### config.mk
export PLATFORM = sky130hd
export DESIGN_NAME = first_fit_slot_allocator
export DESIGN_NICKNAME = d
export VERILOG_FILES = /design/src/sv/ffsa_pkg.sv /design/src/sv/first_fit_slot_allocator.sv /design/src/sv/ffsa_fit_scan.sv /design/src/sv/ffsa_stat_scan.sv
export SDC_FILE = /design/constraint.sdc
export NUM_CORES = 1
export LEC_CHECK = 0
export BUFFER_PORTS_ARGS = -buffer_cell sky130_fd_sc_hd__buf_2
export CORE_MARGIN = 10
export CORE_UTILIZATION = 40
export CTS_CLUSTER_DIAMETER = 150
export DETAILED_ROUTE_END_ITERATION = 12
export HOLD_SLACK_MARGIN = 0.1
export PLACE_DENSITY_LB_ADDON = 0.08
export SLEW_MARGIN = 20
export SYNTH_ARGS = -nofsm -noshare
export SYNTH_HDL_FRONTEND = slang
export SYNTH_HIERARCHICAL = 1
export SYNTH_SLANG_ARGS = --single-unit
### constraint.sdc
create_clock -name clk -period 7 [get_ports clk]
set_input_delay 1.4 -clock clk [delete_from_list [all_inputs] [get_ports clk]]
set_output_delay 1.4 -clock clk [all_outputs]
set_load 0.1 [all_outputs]
### src/sv/ffsa_pkg.sv
// ffsa_pkg: shared types and codes for the first-fit slot allocator
// no dependencies; imported by every allocator module

package ffsa_pkg;

    typedef enum logic [1:0] {
        ST_IDLE,
        ST_FIT,
        ST_APPLY,
        ST_FINISH
    } ffsa_state_t;

    localparam logic [1:0] OP_ALLOC = 2'd0;
    localparam logic [1:0] OP_FREE  = 2'd1;
    localparam logic [1:0] OP_CLEAR = 2'd2;

    localparam logic STATUS_DONE    = 1'b0;
    localparam logic STATUS_REFUSED = 1'b1;

    typedef struct packed {
        logic start;
        logic step;
    } scan_ctl_t;

endpackage

### src/sv/first_fit_slot_allocator.sv
// first_fit_slot_allocator: top level, occupancy shift register and sequencer
// depends on ffsa_pkg, ffsa_fit_scan, ffsa_stat_scan
//
//  channel   handshake             fields
//  request   in_valid / in_ready   opcode, run_start, run_length
//  result    out_valid / out_ready status, alloc_start, free_count, longest_run
//
// the map rotates one slot per cycle through the scanners during each pass
// allocate with a legal length: a first-fit search pass over the map, then
// an update and statistics pass, then the result is loaded
// other requests skip the search pass
// a new request is taken once the result is loaded, even while it waits
// reset empties the map; a stalled result holds the sequencer before loading

module first_fit_slot_allocator #(
    parameter int SLOTS = 16
) (
    input  logic       clk,
    input  logic       rst_n,
    input  logic       in_valid,
    output logic       in_ready,
    input  logic [1:0] opcode,
    input  logic [3:0] run_start,
    input  logic [4:0] run_length,
    output logic       out_valid,
    input  logic       out_ready,
    output logic       status,
    output logic [3:0] alloc_start,
    output logic [4:0] free_count,
    output logic [4:0] longest_run
);
    import ffsa_pkg::*;

    localparam int IW = $clog2(SLOTS);
    localparam int CW = $clog2(SLOTS + 1);
    localparam int WW = (CW > 5) ? CW : 5;
    localparam int EW = WW + 1;

    ffsa_state_t    state_reg, state_next;
    logic [SLOTS-1:0] map_reg, map_next;
    logic [IW-1:0]  idx_reg, idx_next;
    logic [1:0]     op_reg, op_next;
    logic [CW-1:0]  len_reg, len_next;
    logic           ok_reg, ok_next;
    logic [EW-1:0]  lo_reg, lo_next;
    logic [EW-1:0]  hi_reg, hi_next;

    logic           out_valid_reg;
    logic           status_reg;
    logic [3:0]     alloc_start_reg;
    logic [4:0]     free_count_reg;
    logic [4:0]     longest_run_reg;

    logic           accept;
    logic           last_slot;
    logic           out_free;
    logic           len_legal;
    logic           free_legal;
    logic [EW-1:0]  len_ext;
    logic [EW-1:0]  free_end;
    logic           in_rng;
    logic           new_bit;
    logic           shift_fit;
    logic           shift_apply;
    logic           load_out;

    scan_ctl_t      fit_ctl;
    scan_ctl_t      stat_ctl;
    logic           fit_found;
    logic [IW-1:0]  fit_start;
    logic [CW-1:0]  free_cnt;
    logic [CW-1:0]  best_run;

    assign accept     = in_valid && in_ready;
    assign last_slot  = (idx_reg == IW'(SLOTS - 1));
    assign out_free   = !out_valid_reg || out_ready;
    assign len_ext    = EW'(run_length);
    assign free_end   = EW'(run_start) + len_ext;
    assign len_legal  = (run_length != 5'd0) && (len_ext <= EW'(SLOTS));
    assign free_legal = (free_end <= EW'(SLOTS));

    assign in_rng  = (EW'(idx_reg) >= lo_reg) && (EW'(idx_reg) < hi_reg);
    always_comb
    begin
        if (op_reg == OP_CLEAR)
        begin
            new_bit = 1'b0;
        end
        else if (ok_reg && in_rng)
        begin
            new_bit = (op_reg == OP_ALLOC);
        end
        else
        begin
            new_bit = map_reg[0];
        end
    end

    // next state
    always_comb
    begin
        state_next = state_reg;
        case (state_reg)
            ST_IDLE:
            begin
                if (accept)
                begin
                    state_next = ((opcode == OP_ALLOC) && len_legal) ? ST_FIT : ST_APPLY;
                end
            end
            ST_FIT:
            begin
                if (last_slot)
                begin
                    state_next = ST_APPLY;
                end
            end
            ST_APPLY:
            begin
                if (last_slot)
                begin
                    state_next = ST_FINISH;
                end
            end
            ST_FINISH:
            begin
                if (out_free)
                begin
                    state_next = ST_IDLE;
                end
            end
            default:
            begin
                state_next = ST_IDLE;
            end
        endcase
    end

    // sequencer outputs
    always_comb
    begin
        in_ready       = 1'b0;
        fit_ctl        = '0;
        stat_ctl       = '0;
        shift_fit      = 1'b0;
        shift_apply    = 1'b0;
        load_out       = 1'b0;
        case (state_reg)
            ST_IDLE:
            begin
                in_ready       = 1'b1;
                fit_ctl.start  = in_valid;
                stat_ctl.start = in_valid;
            end
            ST_FIT:
            begin
                fit_ctl.step = 1'b1;
                shift_fit    = 1'b1;
            end
            ST_APPLY:
            begin
                stat_ctl.step = 1'b1;
                shift_apply   = 1'b1;
            end
            ST_FINISH:
            begin
                load_out = out_free;
            end
            default:
            begin
                in_ready = 1'b0;
            end
        endcase
    end

    // request registers and map
    always_comb
    begin
        map_next = map_reg;
        idx_next = idx_reg;
        op_next  = op_reg;
        len_next = len_reg;
        ok_next  = ok_reg;
        lo_next  = lo_reg;
        hi_next  = hi_reg;
        if (accept)
        begin
            idx_next = '0;
            op_next  = opcode;
            len_next = CW'(run_length);
            lo_next  = EW'(run_start);
            hi_next  = free_end;
            case (opcode)
                OP_ALLOC: ok_next = 1'b0;
                OP_FREE:  ok_next = free_legal;
                OP_CLEAR: ok_next = 1'b1;
                default:  ok_next = 1'b0;
            endcase
        end
        if (shift_fit)
        begin
            map_next = {map_reg[0], map_reg[SLOTS-1:1]};
            idx_next = last_slot ? '0 : idx_reg + IW'(1);
        end
        if (shift_fit && last_slot)
        begin
            ok_next = fit_found;
            lo_next = EW'(fit_start);
            hi_next = EW'(fit_start) + EW'(len_reg);
        end
        if (shift_apply)
        begin
            map_next = {new_bit, map_reg[SLOTS-1:1]};
            idx_next = last_slot ? '0 : idx_reg + IW'(1);
        end
    end

    always_ff @(posedge clk or negedge rst_n)
    begin
        if (!rst_n)
        begin
            state_reg <= ST_IDLE;
            map_reg   <= '0;
            idx_reg   <= '0;
        end
        else
        begin
            state_reg <= state_next;
            map_reg   <= map_next;
            idx_reg   <= idx_next;
        end
    end

    always_ff @(posedge clk)
    begin
        op_reg  <= op_next;
        len_reg <= len_next;
        ok_reg  <= ok_next;
        lo_reg  <= lo_next;
        hi_reg  <= hi_next;
    end

    // result register
    always_ff @(posedge clk or negedge rst_n)
    begin
        if (!rst_n)
        begin
            out_valid_reg <= 1'b0;
        end
        else if (load_out)
        begin
            out_valid_reg <= 1'b1;
        end
        else if (out_ready)
        begin
            out_valid_reg <= 1'b0;
        end
    end

    always_ff @(posedge clk)
    begin
        if (load_out)
        begin
            status_reg      <= ok_reg ? STATUS_DONE : STATUS_REFUSED;
            alloc_start_reg <= ((op_reg == OP_ALLOC) && ok_reg) ? 4'(lo_reg) : 4'd0;
            free_count_reg  <= 5'(free_cnt);
            longest_run_reg <= 5'(best_run);
        end
    end

    ffsa_fit_scan #(
        .SLOTS(SLOTS)
    ) u_fit (
        .clk       (clk),
        .rst_n     (rst_n),
        .ctl       (fit_ctl),
        .bit_used  (map_reg[0]),
        .idx       (idx_reg),
        .len       (len_reg),
        .found     (fit_found),
        .fit_start (fit_start)
    );

    ffsa_stat_scan #(
        .SLOTS(SLOTS)
    ) u_stat (
        .clk      (clk),
        .rst_n    (rst_n),
        .ctl      (stat_ctl),
        .bit_used (new_bit),
        .free_cnt (free_cnt),
        .best_run (best_run)
    );

    assign out_valid   = out_valid_reg;
    assign status      = status_reg;
    assign alloc_start = alloc_start_reg;
    assign free_count  = free_count_reg;
    assign longest_run = longest_run_reg;

endmodule

### src/sv/ffsa_fit_scan.sv
// ffsa_fit_scan: bit-serial first-fit search over the rotating occupancy map
// depends on ffsa_pkg

module ffsa_fit_scan #(
    parameter int SLOTS = 16
) (
    input  logic                         clk,
    input  logic                         rst_n,
    input  ffsa_pkg::scan_ctl_t          ctl,
    input  logic                         bit_used,
    input  logic [$clog2(SLOTS)-1:0]     idx,
    input  logic [$clog2(SLOTS+1)-1:0]   len,
    output logic                         found,
    output logic [$clog2(SLOTS)-1:0]     fit_start
);
    import ffsa_pkg::*;

    localparam int IW = $clog2(SLOTS);
    localparam int CW = $clog2(SLOTS + 1);

    logic [CW-1:0] run_reg, run_next;
    logic          found_reg, found_next;
    logic [IW-1:0] start_reg, start_next;
    logic [CW-1:0] run_step;

    assign run_step = bit_used ? '0 : run_reg + CW'(1);

    always_comb
    begin
        run_next   = run_reg;
        found_next = found_reg;
        start_next = start_reg;
        if (ctl.start)
        begin
            run_next   = '0;
            found_next = 1'b0;
            start_next = '0;
        end
        else if (ctl.step)
        begin
            run_next = run_step;
            if (!found_reg && (run_step == len))
            begin
                found_next = 1'b1;
                start_next = IW'(CW'(idx) + CW'(1) - len);
            end
        end
    end

    always_ff @(posedge clk or negedge rst_n)
    begin
        if (!rst_n)
        begin
            run_reg   <= '0;
            found_reg <= 1'b0;
            start_reg <= '0;
        end
        else
        begin
            run_reg   <= run_next;
            found_reg <= found_next;
            start_reg <= start_next;
        end
    end

    // includes the slot being stepped, so a fit ending at the last slot counts
    assign found     = found_next;
    assign fit_start = start_next;

endmodule

### src/sv/ffsa_stat_scan.sv
// ffsa_stat_scan: bit-serial free count and longest free run
// depends on ffsa_pkg

module ffsa_stat_scan #(
    parameter int SLOTS = 16
) (
    input  logic                         clk,
    input  logic                         rst_n,
    input  ffsa_pkg::scan_ctl_t          ctl,
    input  logic                         bit_used,
    output logic [$clog2(SLOTS+1)-1:0]   free_cnt,
    output logic [$clog2(SLOTS+1)-1:0]   best_run
);
    import ffsa_pkg::*;

    localparam int CW = $clog2(SLOTS + 1);

    logic [CW-1:0] cnt_reg, cnt_next;
    logic [CW-1:0] run_reg, run_next;
    logic [CW-1:0] best_reg, best_next;
    logic [CW-1:0] run_step;

    assign run_step = bit_used ? '0 : run_reg + CW'(1);

    always_comb
    begin
        cnt_next  = cnt_reg;
        run_next  = run_reg;
        best_next = best_reg;
        if (ctl.start)
        begin
            cnt_next  = '0;
            run_next  = '0;
            best_next = '0;
        end
        else if (ctl.step)
        begin
            cnt_next = bit_used ? cnt_reg : cnt_reg + CW'(1);
            run_next = run_step;
            if (run_step > best_reg)
            begin
                best_next = run_step;
            end
        end
    end

    always_ff @(posedge clk or negedge rst_n)
    begin
        if (!rst_n)
        begin
            cnt_reg  <= '0;
            run_reg  <= '0;
            best_reg <= '0;
        end
        else
        begin
            cnt_reg  <= cnt_next;
            run_reg  <= run_next;
            best_reg <= best_next;
        end
    end

    assign free_cnt = cnt_reg;
    assign best_run = best_reg;

endmodule

-- After elaboration in Yosys (flattened, before gate mapping)
Index checks and enable logic that the tools add are counted.
- reductions and logical operators: 25
- $add $sub $neg: 8
- muxes and demuxes: 47
- $lt $le $gt $ge: 5
- equal/unequal tests: 13
- operators by type and width (operator ; count):
    2-to-1 mux 5 bit ; 12
    2-to-1 mux 4 bit ; 9
    2-to-1 mux 16 bit ; 2
    adder 5 x 1 -> 5 bit, second input constant ; 3
    2-to-1 mux 1 bit ; 15
    adder 4 x 5 -> 6 bit ; 2
    2-to-1 mux 6 bit ; 2
    nonzero test 2 bit ; 6
    2-to-1 mux 2 bit ; 5
    != test 2 bit, second input constant ; 5
    adder 4 x 1 -> 4 bit, second input constant ; 2
    == test 2 bit, second input constant ; 4
    logical AND 1 bit ; 8
    case mux 2 bit (4 select lines) ; 1
    <= comparator 6 x 5 -> 1 bit, second input constant ; 1
    zero test 2 bit ; 3
    less-than comparator 4 x 6 -> 1 bit ; 1
    == test 5 bit ; 1
    > comparator 5 bit ; 1
    <= comparator 5 bit, second input constant ; 1
    nonzero test 5 bit ; 1
    == test 2 x 1 -> 1 bit, second input constant ; 2
    == test 4 bit, second input constant ; 1
    >= comparator 4 bit ; 1
    7 further kinds ; 9
- bits in registers: 81
- output and inout port bits: 17

-- Logic depth before layout (Yosys ltp)
Gate-level depths: netlist of the first run.
- depth after elaboration: 10
- depth in mapped cells: 15
- gate-level depth less buffers: 14

-- Modules after synthesis
The synthesis of the first run kept the hierarchy.
- modules (own cells, without submodules) (module ; sequential area each (um^2) ; instances ; cells each ; area each (um^2)):
    first_fit_slot_allocator ; 1566.5 ; 1 ; 215 ; 2750.1
    ffsa_stat_scan ; 375.4 ; 1 ; 90 ; 907.1
    ffsa_fit_scan ; 250.2 ; 1 ; 84 ; 790.8

-- Least setup slack after synthesis of the first run
Ideal clock, no wire load.
- path kind: register to register
- start: register state_reg[0]
- end: register hi_reg[4], data pin
- library setup time: 265 ps
- period minus slack after synthesis: 3526 ps
- cell stages (with the launch flop): 16
- path buffers: 1
- path slack: 3474 ps
- arrival: 3261 ps
- cells stage by stage: dfrtp_1 inv_1 ha_1 nand2_1 inv_1 clkbuf_1 nand2b_1 mux2i_1 ha_1 inv_1 fa_1 inv_1 a21o_1 a21oi_1 xor2_1 o21ai_1
- cells in the longest elaborated chain, start to end: 6
- ends and longest elaborated chain (element ; RTL line ; text):
    start, declared ; first_fit_slot_allocator.sv:39 ; ffsa_state_t state_reg, state_next;
    start signal, assigned ; first_fit_slot_allocator.sv:228 ; state_reg <= state_next;
    == test 2 x 1 -> 1 bit ; first_fit_slot_allocator.sv:148 ; case (state_reg)
    2-to-1 mux 1 bit ; first_fit_slot_allocator.sv:148 ;
    2-to-1 mux 4 bit ; ffsa_fit_scan.sv:39 ; else if (ctl.step)
    2-to-1 mux 4 bit (*) ; ffsa_fit_scan.sv:33 ; if (ctl.start)
    named net fit_start[0] ; first_fit_slot_allocator.sv:70 ; logic [IW-1:0] fit_start;
    adder 4 x 5 -> 6 bit (*) ; first_fit_slot_allocator.sv:209 ; hi_next = EW'(fit_start) + EW'(len_reg);
    2-to-1 mux 6 bit (*) ; first_fit_slot_allocator.sv:205 ; if (shift_fit && last_slot)
    named net hi_next[4] ; first_fit_slot_allocator.sv:46 ; logic [EW-1:0] hi_reg, hi_next;
    end signal, assigned ; first_fit_slot_allocator.sv:240 ; hi_reg <= hi_next;
    end, declared ; first_fit_slot_allocator.sv:46 ;
Mark *: on every way through the listed nets, which the timed path passes. The rest lies on a longest branch.
A chain may end at the register's enable or synchronous reset.

-- Worst setup path after layout of the first run
- start: register idx_reg[2]
- end: register u_stat.best_reg[0], in the netlist u_stat/best_run[0]
- cells in the longest elaborated chain, start to end: 9
- ends and longest elaborated chain (element ; RTL line ; text):
    start, declared ; first_fit_slot_allocator.sv:41 ; logic [IW-1:0] idx_reg, idx_next;
    start signal, assigned ; first_fit_slot_allocator.sv:230 ; idx_reg <= idx_next;
    less-than comparator 4 x 6 -> 1 bit / >= comparator 4 bit (equally long branches) ; first_fit_slot_allocator.sv:82 ; assign in_rng = (EW'(idx_reg) >= lo_reg) && (EW'(idx_reg) < hi_reg);
    logical AND 1 bit (*) ; first_fit_slot_allocator.sv:82 ;
    logical AND 1 bit (*) ; first_fit_slot_allocator.sv:89 ; else if (ok_reg && in_rng)
    2-to-1 mux 1 bit (*) ; first_fit_slot_allocator.sv:89 ;
    2-to-1 mux 1 bit (*) ; first_fit_slot_allocator.sv:85 ; if (op_reg == OP_CLEAR)
    named net new_bit ; first_fit_slot_allocator.sv:62 ; logic new_bit;
    2-to-1 mux 5 bit (*) ; ffsa_stat_scan.sv:23 ; assign run_step = bit_used ? '0 : run_reg + CW'(1);
    > comparator 5 bit / 2-to-1 mux 5 bit (equally long branches) ; ffsa_stat_scan.sv:40 ; if (run_step > best_reg)
    nonzero test 2 bit (no line) / 2-to-1 mux 5 bit (equally long branches) ; - ;
    AND reduction 2 bit (no line) / 2-to-1 mux 5 bit (equally long branches) ; - ;
    end signal, assigned ; ffsa_stat_scan.sv:59 ; best_reg <= best_next;
    end, declared ; ffsa_stat_scan.sv:20 ; logic [CW-1:0] best_reg, best_next;
Mark *: on every way through the listed nets, which the timed path passes. The rest lies on a longest branch. The select of a mux whose other input is x is not followed.

==> results of run 1 <==
area by class of cell:
cell class	count	area, µm²	share of cell area (%)
flip-flops and latches	81	2192	44.49
multi-input cells	262	2057	41.75
repair buffers	34	177.7	3.606
well taps	140	175.2	3.555
clock buffers	9	123.9	2.514
inverters	33	123.9	2.514
clock inverters	7	77.57	1.574
synthesized netlist by cell type (all sizes together) (2+ instances only):
cell / instances / area share [%]
nand3b: 3 / 0.51
o41a: 2 / 0.51
and3: 2 / 0.34
a31o: 2 / 0.39
nand2b: 15 / 2.1
dfrtp: 48 / 27
nand3: 7 / 0.79
o21ai: 18 / 2.0
or2: 3 / 0.42
or3b: 2 / 0.39
nand2: 21 / 1.8
and2: 2 / 0.28
xor2: 9 / 1.8
nor4: 4 / 0.56
clkbuf: 7 / 0.59
nor2b: 12 / 1.7
inv: 33 / 2.8
xnor2: 12 / 2.4
o21bai: 2 / 0.34
nand4: 5 / 0.70
ha: 36 / 10
a31oi: 2 / 0.28
mux2: 23 / 6.2
a21oi: 14 / 1.7
a21o: 5 / 0.84
nor3: 2 / 0.23
mux2i: 14 / 3.2
nor2: 24 / 2.0
fa: 3 / 1.4
buf: 6 / 1.1
edfxtp: 33 / 22
per-stage QoR:
stage	hold slack (ns)	cells	worst slack [ns]	total power, mW	area (µm²)
final	0.4561	566	3.489	2.022	4927
after global routing	0.4692	566	3.189	2.182	4927
after CTS	0.4579	566	3.482	2.050	4927
after detailed placement	0.4350	550	3.239	1.686	4726
after global placement	0.4352	550	3.342	1.672	4726
after floorplan	0.4249	389	3.474	1.512	4448
power breakdown:
| part | leakage, nW | switching (mW) | internal, mW |
|---|---|---|---|
| Combinational | 1.19 | 0.566 | 0.352 |
| Sequential | 0.950 | 0.109 | 0.640 |
| Clock | 0.102 | 0.187 | 0.169 |
| Total | 2.25 | 0.862 | 1.16 |
cell families (layout without fill, tap and decap cells):
group / count (synthesis) / after routing / share of synthesized area, %
multiplexers: 37 / 37 / 9.311
AO/OA/AOI/OAI: 57 / 57 / 8.439
XOR/XNOR: 21 / 21 / 4.135
buffers and inverters: 46 / 83 / 4.473
adder cells (fa/ha/maj): 39 / 39 / 11.48
flip-flops: 81 / 81 / 49.28
AND/OR/NAND/NOR: 108 / 108 / 12.88
metal layers:
metal  up-vias  track usage [%]
met1      1359            14.87
li1       1419                -
met4         0            5.691
met5         -                0
met3        11            2.239
met2        36            17.65
how the worst min path moves through the flow:
stage                             startpoint             end  slack (ns)  cells after the start
after floorplan           u_stat/best_run[2]  longest_run[2]        0.42                      0
after global placement    u_stat/best_run[2]  longest_run[2]        0.44                      0
after detailed placement  u_stat/best_run[2]  longest_run[2]        0.43                      0
after CTS                 u_stat/best_run[2]  longest_run[2]        0.46                      0
after global routing      u_stat/best_run[2]  longest_run[2]        0.47                      0
final                     u_stat/best_run[2]  longest_run[2]        0.46                      0
worst max-delay path, stage by stage, from the launching register on:
cell	delay (ns)
sky130_fd_sc_hd__dfrtp_1	0.49
sky130_fd_sc_hd__ha_1	0.35
sky130_fd_sc_hd__a211o_1	0.29
sky130_fd_sc_hd__a31oi_1	0.19
sky130_fd_sc_hd__o41a_1	0.23
sky130_fd_sc_hd__a21oi_1	0.10
sky130_fd_sc_hd__a311oi_1	0.27
sky130_fd_sc_hd__buf_4	0.21
sky130_fd_sc_hd__nor2b_1	0.06
sky130_fd_sc_hd__ha_1	0.31
sky130_fd_sc_hd__nand4_1	0.13
sky130_fd_sc_hd__o21bai_1	0.14
sky130_fd_sc_hd__o221a_2	0.31
sky130_fd_sc_hd__mux2_4	0.31
cell usage in the layout (no fill, tap or decap), drive strengths merged, types with 14 or more instances in the layout:
cell type  Yosys  routed
buf            6      34
a21oi         14      14
mux2          23      23
nand2b        15      15
dfrtp         48      48
ha            36      36
nand2         21      21
o21ai         18      18
inv           33      36
nor2          24      24
edfxtp        33      33
mux2i         14      14
==> flow_metrics.env, run 1 <==
export IMPL_outcome="finished clean"
export IMPL_final_util_pct=45.45
export IMPL_wire_per_inst_um=15.51
export IMPL_router_iterations_before_antenna_repair=4
export IMPL_final_hold_violation_count=0
export IMPL_wire_length_of_the_first_global_routing_pass_mm=14.57
export IMPL_timing_final_crit_period_ns=3.511
export IMPL_dr_wl_met2_mm=4.039
export IMPL_totalNegativeSetupSlack_ns=0
export IMPL_cts_tree="done"
export IMPL_timing_worst_setup_path_type="reg -> reg"
export IMPL_area_growth_pct=10.77
export IMPL_yosys_warnings=6
export IMPL_buffer_ports_inserted=31
export IMPL_number_of_vias_in_the_routed_layout=2825
export IMPL_ff2ff_setup_slack_ns=3.49
export IMPL_seq_area_frac_synth_pct=49.28
export IMPL_diodes=0
export IMPL_synth_flop_cell="sky130_fd_sc_hd__dfrtp_1"
export IMPL_largest_register_ffs=16
export IMPL_synth_edff_count=33
export IMPL_final_layout_size_suffix_gt1_share_pct=18.08
export IMPL_synth_net_count=443
export IMPL_synth_cell_area_um2=4448
export IMPL_clock_tree_root_cell="sky130_fd_sc_hd__clkbuf_8"
export IMPL_leakage_nw=2.245
export IMPL_worst_setup_path_endpoint="u_stat/best_run[0]"
export IMPL_clk_pin_slew_ns=0.09
export IMPL_post_synth_inst_count=389
export IMPL_numClockSinks=81
export IMPL_power_per_cell_area_nw_per_um2=410.4
export IMPL_dr_max_layer_used="met4"
export IMPL_fmax_mhz=284.8
export IMPL_overflow=0
export IMPL_post_cts_resize_count=0
export IMPL_h_tree_depth=3
export IMPL_clock_skew_ns=0.008814
export IMPL_timing_hold_worst_class="reg -> reg"
export IMPL_setup_repair_after_global_routing_missed_its_margin="false"
export IMPL_number_of_filler_cells_placed_in_the_layout=1044
export IMPL_drt_drc_violations_left=0
export IMPL_antenna_left=0
export IMPL_worst_r2r_endpoint="u_stat/best_run[0]"
export IMPL_count_of_final_max_slew_check_failures=0
export IMPL_gpl_final_weighted_congestion=0.7665
export IMPL_worst_ep_arrival_time_ns=3.77
export IMPL_core_area_um2=10840
export IMPL_final_nets=475
export IMPL_timing_critical_path_required_ns=7.25
export IMPL_max_fanout_on_critical_path=11
export IMPL_floorplan_io_pins=32
export IMPL_crit_reg2reg_launch="idx_reg[2]"
export IMPL_routedLengthMet1_mm=4.349
export IMPL_die_width_um=125.5
export IMPL_cts_buffers=9
export IMPL_slew_limit_headroom_pct=42.59
export IMPL_floorplan_initialDensity_pct=41.03
export IMPL_wl_mm=8.777
export IMPL_postSynthRegisterBits=81
export IMPL_crit_path_start="idx_reg[2]"
export IMPL_row_count=38
export IMPL_cts_hold_buffers_added=0
export IMPL_met3_length_um=202
export IMPL_antenna_found_initial=0
export IMPL_max_vdd_ir_drop_mv=0.3097
export IMPL_setup_viol=0
export IMPL_cp_end_kind="flip-flop"
export IMPL_post_cts_repair_setup_buffers=0
export IMPL_min_period_over_period_pct=50.15
export IMPL_insertion_delay_ns=0.37
export IMPL_detail_route_vias_per_cell=4.991
export IMPL_grt_usage_pct=11.41
export IMPL_yosys_cell_types_count=56
export IMPL_drt_initial_drc_count=164
export IMPL_grt_max_degree=49
export IMPL_worstRegToRegCells=13
export IMPL_post_dp_hpwl_mm=6.348
export IMPL_synthArstFlopShare_pct=59.26
export IMPL_fp_dieArea_um2=15740
export IMPL_drv_max_cap_violation_count=0
export IMPL_syn_area_per_cell_um2=11.43
export IMPL_critical_path_startpoint_type="flip-flop"
export IMPL_clockBufferDepth=2
export IMPL_first_global_vias=2888
export IMPL_die_height_um=125.5
export IMPL_worst_pin_slew_ns=0.8586
(Power assumes the default switching activity.)
==> run 2, diff against run 1 <==
clock period = 2.9 ns   (was 7 ns; I/O delays follow)
==> run 2 against run 1 <==
Net effect: the run now ends with setup timing left; clock-buffer cell count is 4 higher; maximum frequency is 12% higher; global-route usage is 0.68 points higher; first-iteration DRC count is 36% lower; sequential power is 140% higher; cell count is 6.7% higher; worst hold slack worse by 0.20 ns; cell area is 10% higher; die area stayed put; largest cell class is now multi-input gates.
==> flow_metrics.env, run 2 (synthesized netlist as in run 1, its figures left out) <==
export IMPL_outcome="finished with violations"
export IMPL_violated_checks="setup timing"
export IMPL_post_dp_hpwl_mm=6.853
export IMPL_detail_route_vias_per_cell=4.940
export IMPL_antenna_found_initial=0
export IMPL_timing_critical_path_required_ns=3.15
export IMPL_overflow=0
export IMPL_gpl_final_weighted_congestion=0.7967
export IMPL_numClockSinks=81
export IMPL_max_stage_delay_ns=0.39
export IMPL_fp_dieArea_um2=15740
export IMPL_clockBufferDepth=2
export IMPL_max_vdd_ir_drop_mv=0.5712
export IMPL_wire_per_inst_um=15.40
export IMPL_drt_drc_violations_left=0
export IMPL_h_tree_depth=3
export IMPL_timing_final_crit_period_ns=3.149
export IMPL_mostFrequentLayoutCell="sky130_fd_sc_hd__dfrtp_1"
export IMPL_floorplan_io_pins=32
export IMPL_final_hold_violation_count=0
export IMPL_leakage_nw=2.453
export IMPL_final_util_pct=50.17
export IMPL_largest_register_ffs=16
export IMPL_count_of_final_max_slew_check_failures=0
export IMPL_drv_max_cap_violation_count=0
export IMPL_min_period_over_period_pct=108.6
export IMPL_core_area_um2=10840
export IMPL_clk_pin_slew_ns=0.09
export IMPL_slew_limit_headroom_pct=47.52
export IMPL_timing_worst_setup_path_type="reg -> reg"
export IMPL_die_height_um=125.5
export IMPL_grt_usage_pct=12.10
export IMPL_critical_path_startpoint_type="flip-flop"
export IMPL_grt_max_degree=31
export IMPL_first_global_vias=3125
export IMPL_totalNegativeSetupSlack_ns=-1.557
export IMPL_place_worst_setup_slack_ns=-0.3339
export IMPL_fmax_mhz=317.6
export IMPL_wl_mm=9.302
export IMPL_antenna_left=0
export IMPL_max_fanout_on_critical_path=6
export IMPL_cts_tree="done"
export IMPL_stdcell_area_um2=5439
export IMPL_diodes=0
export IMPL_path_common_cell="sky130_fd_sc_hd__ha_4"
export IMPL_placed_cells_incl_taps=582
export IMPL_design_power_total_mw=5.420
export IMPL_worst_pin_slew_ns=0.7872
export IMPL_clock_skew_ns=0.01430
export IMPL_setup_viol=9
export IMPL_final_nets=513
export IMPL_die_width_um=125.5
export IMPL_power_per_cell_area_nw_per_um2=996.6
export IMPL_cts_buffers=9
export IMPL_cp_slowest_cell="sky130_fd_sc_hd__edfxtp_1"
export IMPL_layout_cells_non_filler=604
export IMPL_drt_initial_drc_count=105
export IMPL_row_count=38
export IMPL_final_cell_mix="sky130_fd_sc_hd__dfrtp_1 (45), sky130_fd_sc_hd__buf_4 (36), sky130_fd_sc_hd__edfxtp_1 (33)"
export IMPL_number_of_vias_in_the_routed_layout=2984
export IMPL_final_layout_size_suffix_gt1_share_pct=32.76
export IMPL_setup_repair_after_global_routing_missed_its_margin="true"
export IMPL_buffer_ports_inserted=31
export IMPL_post_route_worst_setup_slack_ns=-0.2485
export IMPL_worst_ep_arrival_time_ns=3.40
export IMPL_cp_end_kind="flip-flop"
export IMPL_router_iterations_before_antenna_repair=4
export IMPL_placed_area_um2=5004
export IMPL_floorplan_initialDensity_pct=41.03
export IMPL_area_growth_pct=22.28
export IMPL_critical_path_cell_chain="inv_2, ha_4, a211o_1, a31oi_1, o41a_1, a21oi_2, a311oi_2, buf_4, nor2_2, ha_4, nand4_1, o21bai_1, o221a_2, mux2_4"
export IMPL_wire_length_of_the_first_global_routing_pass_mm=15.49
export IMPL_clock_tree_root_cell="sky130_fd_sc_hd__clkbuf_8"
export IMPL_timing_hold_worst_class="in -> async"
export IMPL_final_hold_worst_slack_ns=0.2575
export IMPL_insertion_delay_ns=0.37
-- run 2: cell count changes in the layout (fill, tap and decap cells not counted), sizes merged --
cell,change
clkbuf,+4
inv,-1
bufinv,-1
clkinv,-2
buf,+38
-- run 2: critical path, delay by kind of cell, from the launching register on --
| kind | cells | cell delay [ns] |
|---|---|---|
| muxes | 1 | 0.31 |
| AOI/OAI and AO/OA | 7 | 1.39 |
| buffers and inverters | 2 | 0.28 |
| and+or+nand+nor | 2 | 0.18 |
| DFF | 1 | 0.39 |
| adders and majority gates | 2 | 0.48 |
-- run 2: path summary, 6_finish.rpt --
kind / start / to / slack [ns] / cells after the start
worst max-delay path: hi_reg[2] / u_stat/best_run[0] / -0.25 / 14
worst min-delay path: rst_n / u_fit/start_reg[0] / 0.26 / 1
worst max register to register: hi_reg[2] / u_stat/best_run[0] / -0.25 / 14
worst min register to register: u_stat/best_run[2] / longest_run[2] / 0.47 / 0
max in group asynchronous: rst_n / map_reg[0] / 1.88 / 2
min in group clk: run_length[2] / len_reg[2] / 0.43 / 1
-- run 2: repair_timing --
| item | CTS | global route |
|---|---|---|
| pin swaps | 11 | 10 |
| hold buffers | 0 | 0 |
| setup endpoints to repair | 10 | 11 |
| gates resized for setup | 24 | 20 |
| setup buffers | 3 | 3 |
-- run 2: layer usage --
metal,share of wire [%],up-vias,track usage [%]
li1,-,1493,-
met1,49,1442,15.52
met5,0,-,0
met2,46,39,19.00
met4,1.3,0,3.862
met3,3.1,10,3.718
-- run 2: final cells by class --
cell class | count | area (µm²)
fill | 992 | 5401
multi-input combinational | 262 | 2246
sequential | 81 | 2196
timing repair buffer | 72 | 481.7
clock buffer | 13 | 191.4
tap | 140 | 175.2
inverter | 33 | 123.9
clock inverter | 3 | 25.02
-- run 2: where the power goes --
part	total, mW	switching (mW)	internal, mW
logic	2.76	1.56	1.20
clock network	0.883	0.437	0.446
registers	1.78	0.227	1.55
==> run 3, diff against run 2 <==
SKIP_LAST_GASP = 1   (was not set)
==> run 3 against run 2 <==
Net effect: the run still ends with setup timing left; utilization unchanged; register-to-register slack about the same; clock-buffer cell count unchanged; clock skew about the same; first-iteration DRC count decreased by 0.95%; clock power about the same; sequential share of layout area unchanged; worst hold slack about the same; cell count unchanged; global-route usage unchanged; sequential power about the same; non-clock buffer count unchanged; critical endpoint unchanged; largest power group unchanged.
==> flow_metrics.env, run 3 (synthesized netlist as in run 1, its figures left out) <==
export IMPL_count_of_final_max_slew_check_failures=0
export IMPL_numClockSinks=81
export IMPL_slew_limit_headroom_pct=47.22
export IMPL_die_width_um=125.5
export IMPL_min_period_over_period_pct=108.6
export IMPL_clock_skew_ns=0.01455
export IMPL_diodes=0
export IMPL_grt_usage_pct=12.10
export IMPL_leakage_nw=2.453
export IMPL_final_layout_size_suffix_gt1_share_pct=32.54
export IMPL_fp_dieArea_um2=15740
export IMPL_overflow=0
export IMPL_clockBufferDepth=2
export IMPL_gpl_final_weighted_congestion=0.7967
export IMPL_critical_path_cell_chain="inv_2, ha_4, a211o_1, a31oi_1, o41a_1, a21oi_2, a311oi_2, buf_4, nor2_2, ha_4, nand4_1, o21bai_1, o221a_2, mux2_4"
export IMPL_drv_max_cap_violation_count=0
export IMPL_worstRegToRegCells=14
export IMPL_detail_route_vias_per_cell=4.944
export IMPL_drt_drc_violations_left=0
export IMPL_critical_path_n_buffers_inverters=2
export IMPL_die_height_um=125.5
export IMPL_worst_ep_arrival_time_ns=3.40
export IMPL_timing_critical_path_required_ns=3.15
export IMPL_cp_slowest_cell="sky130_fd_sc_hd__edfxtp_1"
export IMPL_clk_pin_slew_ns=0.09
export IMPL_stdcell_area_um2=5439
export IMPL_drt_initial_drc_count=104
export IMPL_buffer_ports_inserted=31
export IMPL_timing_worst_setup_path_type="reg -> reg"
export IMPL_number_of_vias_in_the_routed_layout=2986
export IMPL_final_hold_violation_count=0
export IMPL_cp_end_kind="flip-flop"
export IMPL_final_hold_worst_slack_ns=0.2574
export IMPL_final_cell_mix="sky130_fd_sc_hd__dfrtp_1 (45), sky130_fd_sc_hd__buf_4 (36), sky130_fd_sc_hd__edfxtp_1 (33)"
export IMPL_crit_reg2reg_launch="hi_reg[2]"
export IMPL_floorplan_io_pins=32
export IMPL_largest_register_ffs=16
export IMPL_power_per_cell_area_nw_per_um2=996.6
export IMPL_area_growth_pct=22.28
export IMPL_setup_repair_after_global_routing_missed_its_margin="true"
export IMPL_floorplan_initialDensity_pct=41.03
export IMPL_post_dp_hpwl_mm=6.853
export IMPL_layout_cells_non_filler=604
export IMPL_placed_cells_incl_taps=582
export IMPL_cts_hold_buffers_added=0
export IMPL_final_nets=513
export IMPL_mostFrequentLayoutCell="sky130_fd_sc_hd__dfrtp_1"
export IMPL_final_util_pct=50.17
export IMPL_timing_hold_worst_class="in -> async"
export IMPL_wire_per_inst_um=15.40
export IMPL_wire_length_of_the_first_global_routing_pass_mm=15.49
export IMPL_multiInputGateArea_um2=2246
export IMPL_ff2ff_setup_slack_ns=-0.25
export IMPL_critical_path_top_delay_family="compound AO/OA/AOI/OAI gates"
export IMPL_antenna_left=0
export IMPL_fmax_mhz=317.6
export IMPL_antenna_found_initial=0
export IMPL_path_common_cell="sky130_fd_sc_hd__ha_4"
export IMPL_placed_area_um2=5004
export IMPL_grt_max_degree=31
export IMPL_clock_tree_root_cell="sky130_fd_sc_hd__clkbuf_8"
export IMPL_setup_viol=9
export IMPL_first_global_vias=3125
export IMPL_place_worst_setup_slack_ns=-0.3339
export IMPL_h_tree_depth=3
export IMPL_number_of_filler_cells_placed_in_the_layout=992
export IMPL_core_area_um2=10840
export IMPL_timing_final_crit_period_ns=3.148
export IMPL_cts_tree="done"
export IMPL_wl_mm=9.303
export IMPL_worst_pin_slew_ns=0.7916
export IMPL_max_fanout_on_critical_path=6
export IMPL_post_route_worst_setup_slack_ns=-0.2484
export IMPL_max_vdd_ir_drop_mv=0.5712
export IMPL_area_sequential_um2=2196
export IMPL_cts_buffers=9
export IMPL_insertion_delay_ns=0.37
export IMPL_row_count=38
export IMPL_outcome="finished with violations"
export IMPL_worst_r2r_endpoint="u_stat/best_run[0]"
export IMPL_max_stage_delay_ns=0.39
export IMPL_violated_checks="setup timing"
export IMPL_critical_path_startpoint_type="flip-flop"
export IMPL_router_iterations_before_antenna_repair=4
-- run 3: cell type report --
class	count	area share, %
Multi-Input combinational cell	262	41.29
Sequential cell	81	40.37
Timing Repair Buffer	72	8.857
Inverter	33	2.277
Clock inverter	3	0.4601
Clock buffer	13	3.520
Tap cell	140	3.221
-- run 3: per-stage QoR --
| step | TNS (ns) | power (mW) |
|---|---|---|
| global route | -3.240 | 5.854 |
| detailed placement | -2.380 | 4.391 |
| global placement | -1.909 | 4.354 |
| floorplan | -0.5087 | 3.692 |
| finish | -1.554 | 5.420 |
| CTS | -1.342 | 5.397 |
-- run 3: worst max path at each step --
stage,startpoint,cells past startpoint,to
final,hi_reg[2],14,u_stat/best_run[0]
after global routing,hi_reg[2],14,u_stat/best_run[0]
after CTS,hi_reg[2],14,u_stat/best_run[0]
after detailed placement,hi_reg[2],14,u_stat/best_run[0]
after global placement,hi_reg[2],14,u_stat/best_run[2]
after floorplan,idx_reg[2],14,u_stat/best_run[0]
-- run 3: report_power, final --
group / total [mW] / internal [mW] / switching (mW)
clock network: 0.883 / 0.446 / 0.437
logic: 2.76 / 1.20 / 1.56
registers: 1.78 / 1.55 / 0.227
total: 5.42 / 3.19 / 2.23
-- run 3: what timing repair did --
| item | CTS | global route |
|---|---|---|
| gates resized for setup | 24 | 19 |
| pin swaps | 11 | 10 |
| setup buffers | 3 | 3 |
| endpoints found under the setup margin | 10 | 11 |
-- run 3: worst register-to-register path: cells and delay by family (launching register included) --
kind / cells / cell delay [ns]
flops: 1 / 0.39
buf+inv: 2 / 0.28
mux: 1 / 0.31
simple gates: 2 / 0.18
fa+ha+maj: 2 / 0.48
compound gates: 7 / 1.39
-- run 3: routing by layer --
metal | global-route usage, % | wire length, µm | up-vias
met4 | 3.862 | 123 | 0
met2 | 19.00 | 4292 | 39
met1 | 15.52 | 4599 | 1444
met5 | 0 | 0 | -
li1 | - | - | 1493
met3 | 3.718 | 288 | 10
